$ cat src/hdl/ambient_backlight_slew_control_top_assert.svh
// assertion macros for the backlight slew block
`ifndef AMBIENT_BACKLIGHT_SLEW_CONTROL_TOP_ASSERT_SVH
`define AMBIENT_BACKLIGHT_SLEW_CONTROL_TOP_ASSERT_SVH

`ifndef SYNTHESIS

`define ABSLC_ASSERT_CLK(label, clk, rst_n, prop, msg) \
  label: assert property (@(posedge clk) disable iff (!rst_n) prop) else $error(msg);

`define ABSLC_ASSERT(label, prop, msg) \
  `ABSLC_ASSERT_CLK(label, clk_i, rst_ni, prop, msg)

`else

`define ABSLC_ASSERT_CLK(label, clk, rst_n, prop, msg)

`define ABSLC_ASSERT(label, prop, msg)

`endif

`endif

$ cat src/hdl/abslc_pkg.sv
`timescale 1ns / 1ps

package abslc_pkg;

  localparam int MENU_LEVELS = 16;
  localparam int MAX_POINTS  = 4;
  localparam int ROW_LEN     = MAX_POINTS + 1;
  localparam int MAP_DEPTH   = MENU_LEVELS * ROW_LEN;
  localparam int MAP_AW      = $clog2(MAP_DEPTH);

  localparam int OUTPUT_BITS = 8;
  localparam int SAMPLE_BITS = 12;
  localparam int LEVEL_W     = 4;
  localparam int BAND_W      = 3;
  localparam int POINTS_W    = 3;
  localparam int THR_W       = 16;
  localparam int NUM_THR     = 4;
  localparam int ACTION_W    = 2;
  localparam int CFG_IDX_W   = 3;
  localparam int CFG_DATA_W  = 16;

  localparam int LVL_IDX_W = (MENU_LEVELS > 1) ? $clog2(MENU_LEVELS) : 1;
  localparam int LVL_EXT_W = ((LVL_IDX_W > LEVEL_W) ? LVL_IDX_W : LEVEL_W) + 1;

  localparam logic [LEVEL_W-1:0]     MENU_LEVEL_RESET = LEVEL_W'(5);
  localparam logic [POINTS_W-1:0]    POINTS_RESET     = POINTS_W'(4);

  typedef enum logic [ACTION_W-1:0] {
    ACT_TICK  = 2'd0,
    ACT_LEVEL = 2'd1,
    ACT_WRITE = 2'd2
  } action_e;

  typedef enum logic [CFG_IDX_W-1:0] {
    CFG_THR0   = 3'd0,
    CFG_THR1   = 3'd1,
    CFG_THR2   = 3'd2,
    CFG_THR3   = 3'd3,
    CFG_POINTS = 3'd4
  } cfg_idx_e;

  typedef struct packed {
    logic                 force_jump;
    logic [BAND_W-1:0]    band;
    logic [LEVEL_W-1:0]   level;
  } meas_t;

  typedef struct packed {
    logic                   we;
    logic [MAP_AW-1:0]      waddr;
    logic [OUTPUT_BITS-1:0] wdata;
    logic                   re;
    logic [MAP_AW-1:0]      raddr;
  } map_req_t;

endpackage

$ cat src/hdl/abslc_ram.sv
`timescale 1ns / 1ps

module abslc_ram #(
  parameter int WIDTH = 8,
  parameter int DEPTH = 80
) (
  input  logic                     clk_i,
  input  logic                     we_i,
  input  logic [$clog2(DEPTH)-1:0] waddr_i,
  input  logic [WIDTH-1:0]         wdata_i,
  input  logic                     re_i,
  input  logic [$clog2(DEPTH)-1:0] raddr_i,
  output logic [WIDTH-1:0]         rdata_o
);

  logic [WIDTH-1:0] mem [DEPTH];
  logic [WIDTH-1:0] rdata_q;

  always_ff @(posedge clk_i) begin
    if (we_i) begin
      mem[waddr_i] <= wdata_i;
    end
    if (re_i) begin
      rdata_q <= mem[raddr_i];
    end
  end

  assign rdata_o = rdata_q;

endmodule

$ cat src/hdl/abslc_front.sv
`timescale 1ns / 1ps

module abslc_front
  import abslc_pkg::*;
(
  input  logic                   clk_i,
  input  logic                   rst_ni,
  input  logic                   cfg_valid_i,
  input  logic [CFG_IDX_W-1:0]   cfg_index_i,
  input  logic [CFG_DATA_W-1:0]  cfg_data_i,
  input  logic                   in_valid_i,
  input  logic                   take_ok_i,
  input  logic [ACTION_W-1:0]    action_i,
  input  logic [SAMPLE_BITS-1:0] sample_i,
  input  logic [LEVEL_W-1:0]     level_select_i,
  input  logic [BAND_W-1:0]      entry_index_i,
  input  logic [OUTPUT_BITS-1:0] entry_value_i,
  output map_req_t               map_req_o,
  output logic                   meas_load_o,
  output meas_t                  meas_o
);

  logic [THR_W-1:0]       thr_q [NUM_THR];
  logic [POINTS_W-1:0]    points_q;
  logic [LEVEL_W-1:0]     menu_level_q, menu_level_d;
  logic [MENU_LEVELS-1:0] row_present_q, row_present_d;

  logic [POINTS_W-1:0]    eff_points;
  logic                   accept;
  logic                   is_measure;
  logic                   force_jump;
  logic                   do_write;
  logic [LEVEL_W-1:0]     meas_level;
  logic [LVL_EXT_W-1:0]   meas_level_ext;
  logic [LVL_EXT_W-1:0]   wr_level_ext;
  logic                   meas_in_range;
  logic                   wr_in_range;
  logic                   meas_row_ok;
  logic [BAND_W-1:0]      band;

  always_ff @(posedge clk_i or negedge rst_ni) begin
    if (!rst_ni) begin
      for (int i = 0; i < NUM_THR; i++) begin
        thr_q[i] <= '0;
      end
      points_q <= POINTS_RESET;
    end else if (cfg_valid_i) begin
      case (cfg_index_i) inside
        CFG_THR0, CFG_THR1, CFG_THR2, CFG_THR3: begin
          thr_q[cfg_index_i[1:0]] <= cfg_data_i;
        end
        CFG_POINTS: begin
          points_q <= cfg_data_i[POINTS_W-1:0];
        end
        default: begin
        end
      endcase
    end
  end

  assign eff_points = (points_q > POINTS_W'(MAX_POINTS)) ? POINTS_W'(MAX_POINTS) : points_q;
  assign accept     = in_valid_i && take_ok_i;

  always_comb begin
    is_measure = 1'b0;
    force_jump = 1'b0;
    do_write   = 1'b0;
    unique case (action_e'(action_i))
      ACT_TICK: begin
        is_measure = 1'b1;
      end
      ACT_LEVEL: begin
        is_measure = 1'b1;
        force_jump = 1'b1;
      end
      ACT_WRITE: begin
        do_write = 1'b1;
      end
      default: begin
      end
    endcase
  end

  // first threshold above the sample
  always_comb begin
    band = eff_points;
    for (int i = MAX_POINTS - 1; i >= 0; i--) begin
      if ((BAND_W'(i) < eff_points) && (THR_W'(sample_i) < thr_q[i])) begin
        band = BAND_W'(i);
      end
    end
  end

  assign meas_level     = force_jump ? level_select_i : menu_level_q;
  assign meas_level_ext = LVL_EXT_W'(meas_level);
  assign wr_level_ext   = LVL_EXT_W'(level_select_i);
  assign meas_in_range  = meas_level_ext < LVL_EXT_W'(MENU_LEVELS);
  assign wr_in_range    = (wr_level_ext < LVL_EXT_W'(MENU_LEVELS))
                          && (entry_index_i <= BAND_W'(MAX_POINTS));
  assign meas_row_ok    = meas_in_range && row_present_q[meas_level_ext[LVL_IDX_W-1:0]];

  always_comb begin
    menu_level_d  = menu_level_q;
    row_present_d = row_present_q;
    if (accept && force_jump) begin
      menu_level_d = level_select_i;
    end
    if (accept && do_write && wr_in_range && (entry_index_i == eff_points)) begin
      row_present_d[wr_level_ext[LVL_IDX_W-1:0]] = 1'b1;
    end
  end

  always_ff @(posedge clk_i or negedge rst_ni) begin
    if (!rst_ni) begin
      menu_level_q  <= MENU_LEVEL_RESET;
      row_present_q <= '0;
    end else begin
      menu_level_q  <= menu_level_d;
      row_present_q <= row_present_d;
    end
  end

  assign map_req_o.we    = accept && do_write && wr_in_range;
  assign map_req_o.waddr = MAP_AW'(wr_level_ext[LVL_IDX_W-1:0]) * MAP_AW'(ROW_LEN)
                           + MAP_AW'(entry_index_i);
  assign map_req_o.wdata = entry_value_i;
  assign map_req_o.re    = meas_load_o;
  assign map_req_o.raddr = MAP_AW'(meas_level_ext[LVL_IDX_W-1:0]) * MAP_AW'(ROW_LEN)
                           + MAP_AW'(band);

  assign meas_load_o      = accept && is_measure && meas_row_ok;
  assign meas_o.force_jump = force_jump;
  assign meas_o.band       = band;
  assign meas_o.level      = meas_level;

endmodule

$ cat src/hdl/abslc_slew.sv
`timescale 1ns / 1ps

`include "ambient_backlight_slew_control_top_assert.svh"

module abslc_slew
  import abslc_pkg::*;
(
  input  logic                   clk_i,
  input  logic                   rst_ni,
  input  logic                   meas_load_i,
  input  meas_t                  meas_i,
  input  logic [OUTPUT_BITS-1:0] map_rdata_i,
  output logic                   take_ok_o,
  input  logic                   out_ready_i,
  output logic                   out_valid_o,
  output logic [OUTPUT_BITS-1:0] brightness_o,
  output logic [OUTPUT_BITS-1:0] target_brightness_o,
  output logic [BAND_W-1:0]      band_o,
  output logic [LEVEL_W-1:0]     active_level_o
);

  logic                   s1_valid_q, s1_valid_d;
  meas_t                  s1_meas_q;
  logic                   out_valid_q, out_valid_d;
  logic [OUTPUT_BITS-1:0] cur_q, cur_d;
  logic [OUTPUT_BITS-1:0] bright_q, target_q;
  logic [BAND_W-1:0]      band_q;
  logic [LEVEL_W-1:0]     level_q;
  logic                   s1_advance;
  logic [OUTPUT_BITS-1:0] target;

  assign target     = map_rdata_i;
  assign s1_advance = s1_valid_q && (!out_valid_q || out_ready_i);
  assign take_ok_o  = !s1_valid_q || s1_advance;

  always_comb begin
    cur_d = cur_q;
    if (target < cur_q) begin
      cur_d = s1_meas_q.force_jump ? target : cur_q - OUTPUT_BITS'(1);
    end else if (target > cur_q) begin
      cur_d = s1_meas_q.force_jump ? target : cur_q + OUTPUT_BITS'(1);
    end
  end

  always_comb begin
    s1_valid_d  = s1_valid_q;
    out_valid_d = out_valid_q;
    if (s1_advance) begin
      s1_valid_d = 1'b0;
    end
    if (meas_load_i) begin
      s1_valid_d = 1'b1;
    end
    if (out_valid_q && out_ready_i) begin
      out_valid_d = 1'b0;
    end
    if (s1_advance) begin
      out_valid_d = 1'b1;
    end
  end

  always_ff @(posedge clk_i or negedge rst_ni) begin
    if (!rst_ni) begin
      s1_valid_q  <= 1'b0;
      out_valid_q <= 1'b0;
      cur_q       <= '0;
    end else begin
      s1_valid_q  <= s1_valid_d;
      out_valid_q <= out_valid_d;
      if (s1_advance) begin
        cur_q <= cur_d;
      end
    end
  end

  always_ff @(posedge clk_i) begin
    if (meas_load_i) begin
      s1_meas_q <= meas_i;
    end
    if (s1_advance) begin
      bright_q <= cur_d;
      target_q <= target;
      band_q   <= s1_meas_q.band;
      level_q  <= s1_meas_q.level;
    end
  end

  assign out_valid_o         = out_valid_q;
  assign brightness_o        = bright_q;
  assign target_brightness_o = target_q;
  assign band_o              = band_q;
  assign active_level_o      = level_q;

  `ABSLC_ASSERT(a_jump_hits_target, s1_advance && s1_meas_q.force_jump |=> bright_q == target_q, "forced jump missed target")
  `ABSLC_ASSERT(a_cur_tracks_out, s1_advance |=> cur_q == bright_q, "brightness state and result disagree")
  `ABSLC_ASSERT(a_held_item_kept, s1_valid_q && out_valid_q && !out_ready_i |=> s1_valid_q, "stalled request dropped")

endmodule

$ cat src/hdl/ambient_backlight_slew_control_top.sv
`timescale 1ns / 1ps

// channel   dir  handshake                  payload
// cfg       in   cfg_valid_i / cfg_ready_o  cfg_index_i, cfg_data_i
// in        in   in_valid_i / in_ready_o    action, sample, level_select, entry_index/value
// out       out  out_valid_o / out_ready_i  brightness, target_brightness, band, active_level
//
// one request per cycle while out_ready_i does not stall the output
// map read at the accepting edge; the slew (step or jump) then loads the result register
// reset zeroes thresholds, slew state, row flags; presets points, menu level; not the map
// with out_ready_i low the result holds, one more measure waits, then in_ready_o drops
// cfg_ready_o is always high

module ambient_backlight_slew_control_top
  import abslc_pkg::*;
(
  input  logic                   clk_i,
  input  logic                   rst_ni,
  input  logic                   cfg_valid_i,
  output logic                   cfg_ready_o,
  input  logic [CFG_IDX_W-1:0]   cfg_index_i,
  input  logic [CFG_DATA_W-1:0]  cfg_data_i,
  input  logic                   in_valid_i,
  output logic                   in_ready_o,
  input  logic [ACTION_W-1:0]    action_i,
  input  logic [SAMPLE_BITS-1:0] sample_i,
  input  logic [LEVEL_W-1:0]     level_select_i,
  input  logic [BAND_W-1:0]      entry_index_i,
  input  logic [OUTPUT_BITS-1:0] entry_value_i,
  output logic                   out_valid_o,
  input  logic                   out_ready_i,
  output logic [OUTPUT_BITS-1:0] brightness_o,
  output logic [OUTPUT_BITS-1:0] target_brightness_o,
  output logic [BAND_W-1:0]      band_o,
  output logic [LEVEL_W-1:0]     active_level_o
);

  map_req_t               map_req;
  logic                   meas_load;
  meas_t                  meas;
  logic [OUTPUT_BITS-1:0] map_rdata;
  logic                   take_ok;

  assign cfg_ready_o = 1'b1;
  assign in_ready_o  = take_ok;

  abslc_front u_front (
    .clk_i          (clk_i),
    .rst_ni         (rst_ni),
    .cfg_valid_i    (cfg_valid_i),
    .cfg_index_i    (cfg_index_i),
    .cfg_data_i     (cfg_data_i),
    .in_valid_i     (in_valid_i),
    .take_ok_i      (take_ok),
    .action_i       (action_i),
    .sample_i       (sample_i),
    .level_select_i (level_select_i),
    .entry_index_i  (entry_index_i),
    .entry_value_i  (entry_value_i),
    .map_req_o      (map_req),
    .meas_load_o    (meas_load),
    .meas_o         (meas)
  );

  abslc_ram #(
    .WIDTH (OUTPUT_BITS),
    .DEPTH (MAP_DEPTH)
  ) u_map (
    .clk_i   (clk_i),
    .we_i    (map_req.we),
    .waddr_i (map_req.waddr),
    .wdata_i (map_req.wdata),
    .re_i    (map_req.re),
    .raddr_i (map_req.raddr),
    .rdata_o (map_rdata)
  );

  abslc_slew u_slew (
    .clk_i               (clk_i),
    .rst_ni              (rst_ni),
    .meas_load_i         (meas_load),
    .meas_i              (meas),
    .map_rdata_i         (map_rdata),
    .take_ok_o           (take_ok),
    .out_ready_i         (out_ready_i),
    .out_valid_o         (out_valid_o),
    .brightness_o        (brightness_o),
    .target_brightness_o (target_brightness_o),
    .band_o              (band_o),
    .active_level_o      (active_level_o)
  );

endmodule
$ cat config.mk
export PLATFORM = sky130hd
export DESIGN_NAME = ambient_backlight_slew_control_top
export DESIGN_NICKNAME = d
export VERILOG_FILES = /design/src/hdl/abslc_pkg.sv /design/src/hdl/abslc_ram.sv /design/src/hdl/abslc_front.sv /design/src/hdl/abslc_slew.sv /design/src/hdl/ambient_backlight_slew_control_top.sv
export VERILOG_INCLUDE_DIRS = /design/src /design/src/hdl
export SDC_FILE = /design/constraint.sdc
export NUM_CORES = 1
export LEC_CHECK = 0
export BUFFER_PORTS_ARGS = -buffer_cell sky130_fd_sc_hd__buf_4
export CAP_MARGIN = 20
export CORE_MARGIN = 1
export CORE_UTILIZATION = 45
export DETAILED_ROUTE_END_ITERATION = 12
export MAX_ROUTING_LAYER = met4
export PLACE_DENSITY = 0.71
export SYNTH_ARGS = -nofsm -noshare
export SYNTH_HDL_FRONTEND = slang
export SYNTH_SLANG_ARGS = --single-unit
export TNS_END_PERCENT = 100
$ cat constraint.sdc
create_clock -name clk_i -period 4.85 [get_ports clk_i]
set_clock_uncertainty 0.1 [all_clocks]
set_input_delay 0.485 -clock clk_i [delete_from_list [all_inputs] [get_ports clk_i]]
set_output_delay 0.485 -clock clk_i [all_outputs]
set_load 0.01 [all_outputs]
==> results of run 1 <==
-- power breakdown --
group,total (mW),internal [mW],switching (mW),leakage [nW]
Clock,6.08,3.59,2.48,1.27
Sequential,7.67,7.52,0.154,7.30
Combinational,6.36,3.11,3.25,5.34
Total,20.1,14.2,5.89,13.9
-- metrics by stage --
| step | setup WS, ps | hold slack, ps | area (um^2) |
|---|---|---|---|
| 2_1_floorplan | 132 | 89.4 | 32400 |
| 3_3_place_gp | -732 | 307 | 35600 |
| 3_5_place_dp | -729 | 308 | 35600 |
| 4_1_cts | -102 | 0.0369 | 38900 |
| 5_1_grt | -346 | 34.2 | 39000 |
| 6_report | -119 | 35.4 | 39000 |
-- critical path, delay by kind of cell, from the launching register on --
family,cells,cell delay (ps)
buffers and inverters,4,490
DFF,1,370
and+or+nand+nor,3,550
AOI/OAI and AO/OA,10,2090
adders and majority gates,4,1210
-- registers in the layout (all words and copies together) (netlist names) --
register                    cells
u_slew.s1_valid_q               1
u_front.menu_level_q            4
u_slew.s1_meas_q                8
u_slew.target_brightness_o      8
u_slew.cur_q                    8
u_slew.out_valid_o              1
u_map.rdata_o                   8
u_map.mem                     640
u_front.row_present_q          16
u_front.points_q                3
u_slew.band_o                   3
u_front.thr_q                  64
u_slew.brightness_o             8
u_slew.active_level_o           4
-- repair_timing --
action,4_1_cts,5_1_grt
gates cloned,4,1
setup endpoints to repair,8,8
pin swaps,36,14
endpoints found under the hold margin,73,0
hold buffers,10,0
gates resized for setup,88,29
buffers inserted,17,0
-- how the worst min path moves through the flow --
stage | depth (start not counted) | slack [ps] | to | startpoint
3_3_place_gp | 0 | 310 | u_slew.band_o[0] | u_slew.s1_meas_q[4]
3_5_place_dp | 0 | 310 | u_slew.active_level_o[1] | u_slew.s1_meas_q[1]
6_report | 3 | 40 | u_front.thr_q[27] | cfg_data_i[11]
5_1_grt | 3 | 30 | u_front.thr_q[43] | cfg_data_i[11]
2_1_floorplan | 0 | 90 | u_front.menu_level_q[1] | rst_ni
4_1_cts | 3 | 0.04 | u_front.thr_q[27] | cfg_data_i[11]
-- cell families (layout without fill, tap and decap cells) --
family,Yosys count,after routing,synth area share
and+or+nand+nor,312,312,0.0427
muxes,276,276,0.147
DFF,776,776,0.704
adders and majority gates,80,80,0.0313
xor gates and xnor gates,14,14,0.00401
buffers and inverters,146,523,0.0231
AOI/OAI and AO/OA,233,233,0.0481
other,1,2,0.000116
-- synth_stat cells (all sizes together), types with 5 or more instances --
| cell | instances | area (um^2) |
|---|---|---|
| xor2 | 5 | 51.3 |
| mux2i | 74 | 753 |
| buf | 48 | 383 |
| o21ai | 66 | 330 |
| ha | 78 | 976 |
| mux4 | 155 | 3490 |
| clkbuf | 26 | 97.6 |
| and4 | 5 | 43.8 |
| edfxtp | 679 | 20400 |
| xnor2 | 9 | 78.8 |
| and2 | 7 | 43.8 |
| a221oi | 21 | 190 |
| nor2b | 16 | 100 |
| inv | 72 | 270 |
| nand4 | 5 | 31.3 |
| dfrtp | 94 | 2350 |
| a21o | 29 | 218 |
| nor3 | 10 | 50.1 |
| o211ai | 9 | 67.6 |
| nor4 | 7 | 43.8 |
| nand2 | 91 | 342 |
| a31oi | 11 | 68.8 |
| mux2 | 47 | 529 |
| a21oi | 31 | 155 |
| o22ai | 10 | 62.6 |
| nor2 | 135 | 507 |
| nand2b | 12 | 75.1 |
| nand3 | 11 | 55.1 |
| a211oi | 11 | 82.6 |
| o21a | 8 | 61.3 |
-- per-layer routing --
layer,vias up,wire length [um],GRT usage
li1,7914,-,-
met1,9198,30200,0.270
met2,707,37000,0.345
met3,149,5940,0.0504
met4,0,2680,0.0853
met5,-,0,-
-- area by class of cell --
class                   instances  area, um^2
well taps                     950        1190
repair buffers                307        2680
flip-flops and latches        776       22800
clock inverters                34         349
inverters                      72         273
diodes                          1        2.50
multi-input cells             916        9440
clock buffers                 110        2260
fillers                      5446       32400
==> flow_summary.toml, run 1 <==
[status]
outcome = "complete, but fails checks"
failed_checks = "setup timing"

[place]
gp_congestion = 0.898
dp.cells = 2996
place_hpwl_mm = 48.6
port_buffers = 77

[synth]
ys_warn_count = 0
synthesis.area_um2 = 32400
synth-seq-area-share = 0.704
yosysUniqueCellTypes = 71
synthCells = 1838
synth_enable_flop_cells = 679
syn_avg_cell_area_um2 = 17.6
async_flop_share = 0.125
syn_nets = 1971
ys.flop_type = "edfxtp_1"
ys_ff_latch = 776

[worst_hold_path]
worstHoldPathType = "input port to flip-flop"

[setup_path]
critPathCaptureType = "flip-flop"
r2r-end = "u_map.rdata_o[7]"
critPathRequiredTime_ps = 5220
slowest_delay_ps = 640
rr_worst_depth = 21
start_kind = "flip-flop"
path_common_cell = "ha_4"
critPathKind = "flip-flop to flip-flop"
worstSetupEndpoint = "u_map.rdata_o[7]"
worst_path_max_delay_cell = "fa_4"
crit_arrival_ps = 5340
r2r_setup_slack_ps = -120
r2r-start = "u_front.thr_q[25]"
cp-startpoint = "u_front.thr_q[25]"
cp_max_fo = 11
path_cells = "inv_2 > ha_4 > a21o_1 > a21o_1 > a221oi_2 > o311a_1 > nor2_2 > o21ai_2 > and4_4 > ha_4 > ha_4 > inv_2 > fa_4 > buf_12 > buf_4 > and2_1 > a221oi_1 > a21oi_1 > o31ai_2 > o22ai_1 > a21oi_1"

[global_routing]
grt_pass1_wl_mm = 115
grt_pass1_vias = 18600
grt_max_degree = 81
grtUsageTotal = 0.217
overflow = 0
antenna_found_initial = 0

[power_and_ir_drop]
p_total_mw = 20.1
cellPowerDensity_nw_per_um2 = 516
power.leakage_nw = 13.9
peakVddDrop_mv = 0.309

[routing]
antenna_left = 0
viasPerCell = 5.68
vias = 18000
drc = 0
first_pass_iters = 5
drt_iter0_markers = 1545
wl_per_cell_um = 24.0
drt-total-wl_mm = 75.9

[timing]
worstMarginPinSlew_ps = 1070
final.setup.tns_ps = -736
setup_violations = 8
rsz0062_at_grt = "yes"
timing.final.crit_period_ps = 4970
worst_slack_ps = -119
fin_crit_sh = 1.02
slew_viol_final = 0
hold_viol = 0
slew_headroom = 0.285
max_freq_ghz = 0.201

[flow_run]
maxCapViolations = 0

[floorplan]
rows = 98
ios = 79
die_w_um = 270
core_um2 = 71400
dieHeight_um = 270
dieArea_um2 = 73200
start_util = 0.455

[clocking]
clockBufferDepth = 3
cts_tree = "done"
cts_sinks = 776
ctsRootBufferMaster = "clkbuf_16"
insertion_delay_ps = 620
numCtsBuffers = 81
clk_pin_slew_worst_paths_ps = 60
cts-htree-levels = 3

[final_layout]
finish.net_count = 2287
final_common_cell = "edfxtp_1"
fin_cells = 3166
area_delta_synth_final_pct = 20.3
mostFrequentLayoutCells = "679 x edfxtp_1, 264 x buf_4, 155 x mux4_2"
final_layout_size_suffix_gt1_frac = 0.316
final_util = 0.547
Power figures use the tool's default switching activity.
==> run 2: changes to the inputs <==
--- a/config.mk
+++ b/config.mk
@@ -13,7 +13,9 @@
 export DETAILED_ROUTE_END_ITERATION = 12
 export MAX_ROUTING_LAYER = met4
 export PLACE_DENSITY = 0.71
+export RECOVER_POWER = 25
 export SYNTH_ARGS = -nofsm -noshare
 export SYNTH_HDL_FRONTEND = slang
+export SYNTH_HIERARCHICAL = 1
 export SYNTH_SLANG_ARGS = --single-unit
 export TNS_END_PERCENT = 100
==> run 2 against run 1 <==
  * The flow finishes with violations (capacitance limit, slew limit, setup timing)
  * Non-clock buffer count down 18
  * Power up 0.15%
  * Die area about the same
  * First-iteration DRC count up 15%
  * Routed wire length down 1.5%
  * Combinational power up 4.1%
  * Largest cell class unchanged
  * Largest power group unchanged
  * Highest routed layer unchanged
==> flow_summary.toml, run 2 <==
[routing]
drc = 0
drt-total-wl_mm = 74.8
drt_iter0_markers = 1779
first_pass_iters = 5
viasPerCell = 5.79
antenna_left = 0
vias = 17900
wl_per_cell_um = 24.2

[final_layout]
reg_top3 = "u_map/mem (640), u_front/thr_q (64), u_front/row_present_q (16)"
finish.net_count = 2214
fill_cells = 5409
final_layout_size_suffix_gt1_frac = 0.324
finalInstanceArea_um2 = 38700
regMostFlops = "u_map/mem"
final_common_cell = "edfxtp_1"
mostFrequentLayoutCells = "679 x edfxtp_1, 235 x buf_4, 170 x mux4_2"
largest_reg_flops = 640
n_antenna_cell = 0
area_delta_synth_final_pct = 19.3

[global_routing]
grt_pass1_wl_mm = 113
overflow = 0
antenna_found_initial = 0
grt_max_degree = 81
grt_pass1_vias = 18400
grtUsageTotal = 0.211

[synth]
yosysTopAreaCell = "edfxtp_1"
synthesis.area_um2 = 32400
synthTopCellsByArea = "edfxtp_1 63%, mux4_2 12%, dfrtp_1 7.3%, ha_1 3.0%, mux2i_1 1.4%"
ys.flop_type = "edfxtp_1"
synth_top_cells_by_count = "679 x edfxtp_1, 170 x mux4_2, 107 x nor2_1"
yosysMostFrequentCell = "edfxtp_1"
ys_ff_latch = 776
ys_warn_count = 6
synth_enable_flop_cells = 679
syn_nets = 1932
synthCells = 1799
synth-seq-area-share = 0.704
yosysUniqueCellTypes = 79
async_flop_share = 0.125
syn_avg_cell_area_um2 = 18.0
synth_top_cell_area_share = 0.629

[power_and_ir_drop]
peakVddDrop_mv = 0.322
cellPowerDensity_nw_per_um2 = 520
power.leakage_nw = 13.6

[clocking]
numCtsBuffers = 79
cts_tree = "done"
cts-htree-levels = 3
ctsRootBufferMaster = "clkbuf_16"
cts_sinks = 776
insertion_delay_ps = 620
clk_pin_slew_worst_paths_ps = 60
clockBufferDepth = 3

[place]
place_hpwl_mm = 46.5
placed_cell_area_um2 = 35200
port_buffers = 77
gp_congestion = 0.876

[worst_hold_path]
min_path_cells = 2
worstHoldPathType = "input port to flip-flop"

[timing]
final.setup.tns_ps = -1410
slew_headroom = -1.57
worst_slack_ps = -221
rsz0062_at_grt = "yes"
slew_viol_final = 648
fin_crit_sh = 1.05
setup_violations = 8
hold_viol = 0
worstMarginPinSlew_ps = 3860
timing.final.crit_period_ps = 5070
max_freq_ghz = 0.197

[setup_path]
crit_arrival_ps = 5340
slowest_delay_ps = 860
cp_max_fo = 7
crit_buf_inv = 6
worst_path_max_delay_cell = "fa_4"
path_common_cell = "buf_12"
critPathRequiredTime_ps = 5120
start_kind = "flip-flop"
critPathCaptureType = "flip-flop"
critPathKind = "flip-flop to flip-flop"
path_depth = 21
path_cells = "inv_1 > ha_1 > nand2_1 > o21ai_1 > buf_4 > a211oi_2 > nor3_2 > buf_4 > nor3b_1 > o31a_1 > ha_4 > ha_4 > fa_4 > buf_12 > buf_12 > buf_12 > mux4_2 > a22oi_2 > nand4_1 > a22oi_2 > nand2_1"
rr_worst_depth = 21
crit_family = "adder cells"

[status]
failed_checks = "capacitance limit, slew limit, setup timing"
outcome = "complete, but fails checks"

[floorplan]
dieHeight_um = 270
start_util = 0.454
ios = 79
rows = 98
dieArea_um2 = 73200
core_um2 = 71400
die_w_um = 270

[flow_run]
maxCapViolations = 8
## run 2: cell type report
cell class / count / area [um^2] / share of cell area
inverter: 62 / 233 / 0.00601
clock buffer: 103 / 2130 / 0.0550
multi-input combinational: 873 / 9350 / 0.241
tap: 950 / 1190 / 0.0307
clock inverter: 39 / 379 / 0.00980
timing repair buffer: 289 / 2610 / 0.0674
sequential: 776 / 22800 / 0.590
## run 2: path summary, 6_finish.rpt
check	start	to	slack (ps)
max in group asynchronous	rst_ni	u_slew/cur_q[4]	3280
worst max register to register	u_front/thr_q[10]	u_map/rdata_o[1]	-220
worst max-delay path	u_front/thr_q[10]	u_map/rdata_o[1]	-220
worst min-delay path	cfg_data_i[12]	u_front/thr_q[12]	30
worst min register to register	u_slew/s1_meas_q[0]	u_slew/active_level_o[0]	320
min in group asynchronous	rst_ni	u_front/thr_q[7]	320
## run 2: metrics by stage
step                      power [mW]   util  hold WS, ps  setup slack [ps]  cells
after floorplan                 11.5      -         89.4               268   1799
after global placement          13.3  0.493          305              -743   2914
after detailed placement        13.4  0.493          305              -697   2914
after CTS                       20.0  0.539        0.511              -179   3089
after global routing            20.9  0.542         20.1              -367   3092
final                           20.1  0.542         25.2              -221   3092
## run 2: routing by layer
metal / track usage / vias up / wire, um
li1: - / 7741 / -
met1: 0.275 / 9215 / 30200
met2: 0.342 / 812 / 37300
met3: 0.0343 / 125 / 5390
met4: 0.0659 / 0 / 1900
met5: - / - / 0
## run 2: worst reg2reg max path, stage by stage (launching register included)
cell	delay, ps
dfrtp_1	340
inv_1	50
ha_1	320
nand2_1	70
o21ai_1	140
buf_4	150
a211oi_2	50
nor3_2	210
buf_4	130
nor3b_1	40
o31a_1	330
ha_4	210
ha_4	160
fa_4	860
buf_12	160
buf_12	150
buf_12	130
mux4_2	530
a22oi_2	160
nand4_1	220
a22oi_2	260
nand2_1	60
## run 2: cell families (layout without fill, tap and decap cells)
kind of cell    after synthesis  count (layout)  share of synthesized area
flops                       776             776                      0.704
simple gates                314             314                     0.0462
other cells                   1               1                   0.000116
mux                         256             256                      0.147
xor+xnor                     16              16                    0.00432
compound gates              206             206                     0.0442
fa+ha+maj                    80              80                     0.0313
buf+inv                     150             493                     0.0235
## run 2: report_power, final
group / switching, mW / internal [mW]
registers: 0.118 / 7.51
logic: 3.31 / 3.31
clock network: 2.47 / 3.42
total: 5.90 / 14.2
## run 2: repair_timing
| action | CTS | global route |
|---|---|---|
| hold buffers | 11 | 0 |
| cloned | 6 | 1 |
| resized for setup | 68 | 46 |
| buffers inserted | 17 | 3 |
| pin swaps | 31 | 25 |
| endpoints found under the hold margin | 77 | 0 |
| endpoints found under the setup margin | 8 | 8 |
==> run 3: changes to the inputs <==
--- a/config.mk
+++ b/config.mk
@@ -11,11 +11,11 @@
 export CORE_MARGIN = 1
 export CORE_UTILIZATION = 45
 export DETAILED_ROUTE_END_ITERATION = 12
+export GPL_ROUTABILITY_DRIVEN = 0
 export MAX_ROUTING_LAYER = met4
 export PLACE_DENSITY = 0.71
 export RECOVER_POWER = 25
 export SYNTH_ARGS = -nofsm -noshare
 export SYNTH_HDL_FRONTEND = slang
-export SYNTH_HIERARCHICAL = 1
 export SYNTH_SLANG_ARGS = --single-unit
 export TNS_END_PERCENT = 100
==> run 3 against run 2 <==
  * Worst setup slack better by 74 ps
  * Routed wire length is 3.0% higher
  * Critical endpoint is now u_map.rdata_o[4]
  * Global-route usage is 0.56 points higher
  * First-iteration DRC count is 20% higher
  * Largest cell class unchanged
  * The run still ends with capacitance limit, slew limit, setup timing left
  * Clock power is 4.1% higher
  * Non-clock buffer count is 24 higher
  * Final area is 0.72% higher
  * Die area hardly changed
  * Core utilization is 0.39 points higher
  * Highest routed layer unchanged
  * Register-to-register slack better by 70 ps
  * Via count is 1.7% higher
==> flow_summary.toml, run 3 (synthesis results as in run 1) <==
[place]
pre_cts_slack_ps = -758
place_hpwl_mm = 49.4
port_buffers = 77
placed_cell_area_um2 = 35600

[setup_path]
crit_arrival_ps = 5270
r2r_setup_slack_ps = -150
r2r-start = "u_front.thr_q[25]"
cp-startpoint = "u_front.thr_q[25]"
path_common_cell = "ha_4"
critPathCaptureType = "flip-flop"
cp_max_fo = 10
r2r-end = "u_map.rdata_o[4]"
start_kind = "flip-flop"
path_cells = "inv_2 > ha_4 > a21o_1 > a21o_1 > a221oi_2 > o311a_1 > nor2_1 > o21ai_1 > and4_4 > ha_4 > ha_4 > inv_2 > fa_4 > buf_12 > buf_12 > mux4_2 > mux4_2 > mux2i_4 > o211ai_1"
crit_family = "adder cells"
slowest_delay_ps = 830
worst_path_max_delay_cell = "fa_4"
critPathRequiredTime_ps = 5120
crit_buf_inv = 4
rr_worst_depth = 19
critPathKind = "flip-flop to flip-flop"

[timing]
worst_slack_ps = -147
timing.final.crit_period_ps = 5000
max_freq_ghz = 0.200
setup_violations = 8
slew_headroom = -1.60
rsz0062_at_grt = "yes"
slew_viol_final = 648
hold_viol = 0
worstMarginPinSlew_ps = 3910
fin_crit_sh = 1.03
final.setup.tns_ps = -618

[status]
failed_checks = "capacitance limit, slew limit, setup timing"
outcome = "complete, but fails checks"

[clocking]
cts_sinks = 776
clk_pin_slew_worst_paths_ps = 60
clockBufferDepth = 3
cts_tree = "done"
cts-htree-levels = 3
numCtsBuffers = 79
insertion_delay_ps = 630
ctsRootBufferMaster = "clkbuf_16"

[floorplan]
die_w_um = 270
start_util = 0.455
dieHeight_um = 270
core_um2 = 71400
dieArea_um2 = 73200
rows = 98
ios = 79

[worst_hold_path]
min_path_cells = 3
min_from = "cfg_data_i[1]"
whs_endpoint = "u_front.thr_q[17]"
worstHoldPathType = "input port to flip-flop"

[final_layout]
regMostFlops = "u_map.mem"
mostFrequentLayoutCells = "679 x edfxtp_1, 260 x buf_4, 155 x mux4_2"
finalInstanceArea_um2 = 39000
finish.net_count = 2291
n_antenna_cell = 0
final_common_cell = "edfxtp_1"
largest_reg_flops = 640
final_layout_size_suffix_gt1_frac = 0.313
fill_cells = 5454
reg_top3 = "u_map.mem (640), u_front.thr_q (64), u_front.row_present_q (16)"
area_delta_synth_final_pct = 20.2

[global_routing]
grt-busiest-layer = "met2"
grt_pass1_vias = 18600
met2_usage = 0.343
use_met3 = 0.0367
grtUsageTotal = 0.217
antenna_found_initial = 0
met1_usage = 0.284
overflow = 0
grt_pass1_wl_mm = 116
grt_max_degree = 81

[routing]
drt_iter0_markers = 2129
drt-total-wl_mm = 77.0
vias = 18200
antenna_left = 0
viasPerCell = 5.74
wl_per_cell_um = 24.3
first_pass_iters = 8
drc = 0

[power_and_ir_drop]
power.leakage_nw = 13.9
p_total_mw = 20.1
peakVddDrop_mv = 0.298
cellPowerDensity_nw_per_um2 = 517

[flow_run]
maxCapViolations = 8
[run 3: report_power, final]
part           total [mW]  switching [mW]  leakage, nW  internal [mW]
clock                6.14            2.57         1.26           3.57
combinational        6.31            3.20         5.32           3.11
sequential           7.70           0.160         7.30           7.53
total                20.1            5.93         13.9           14.2
[run 3: how the worst max path moves through the flow]
| stage | endpoint | slack [ps] | cells past startpoint |
|---|---|---|---|
| 2_1_floorplan | u_map.rdata_o[5] | 130 | 18 |
| 3_3_place_gp | u_map.rdata_o[5] | -790 | 19 |
| 3_5_place_dp | u_map.rdata_o[1] | -760 | 20 |
| 4_1_cts | u_map.rdata_o[4] | -20 | 21 |
| 5_1_grt | u_map.rdata_o[7] | -300 | 22 |
| 6_report | u_map.rdata_o[4] | -150 | 19 |
[run 3: cell type report]
cell class | instances | area, um^2 | area share
clock buffers | 99 | 2090 | 0.0537
inverters | 72 | 270 | 0.00693
flip-flops and latches | 776 | 22800 | 0.585
clock inverters | 45 | 526 | 0.0135
repair buffers | 313 | 2730 | 0.0700
well taps | 950 | 1190 | 0.0305
multi-input cells | 916 | 9360 | 0.240
[run 3: timing repair]
| item | in CTS | in global routing |
|---|---|---|
| gates resized for setup | 69 | 38 |
| buffers inserted | 8 | 3 |
| cloned | 3 | 0 |
| pin swaps | 28 | 21 |
| setup endpoints to repair | 8 | 8 |
| endpoints found under the hold margin | 70 | 0 |
| hold buffers | 10 | 0 |
[run 3: worst min-delay path: stages]
cell and delay (ps):
buf_4 110, nand2_1 40, o21ai_0 60
[run 3: metrics by stage]
step / cells / util / hold WS (ps)
2_1_floorplan: 1838 / - / 89.4
3_3_place_gp: 3004 / 0.499 / 306
3_5_place_dp: 3004 / 0.499 / 305
4_1_cts: 3169 / 0.544 / 8.29
5_1_grt: 3171 / 0.546 / 42.4
6_report: 3171 / 0.546 / 35.3
[run 3: per-layer routing]
layer  up-vias  wire length [um]
met1      9298             30800
li1       7925                 -
met2       803             37700
met5         -                 0
met4         0              2730
met3       165              5750
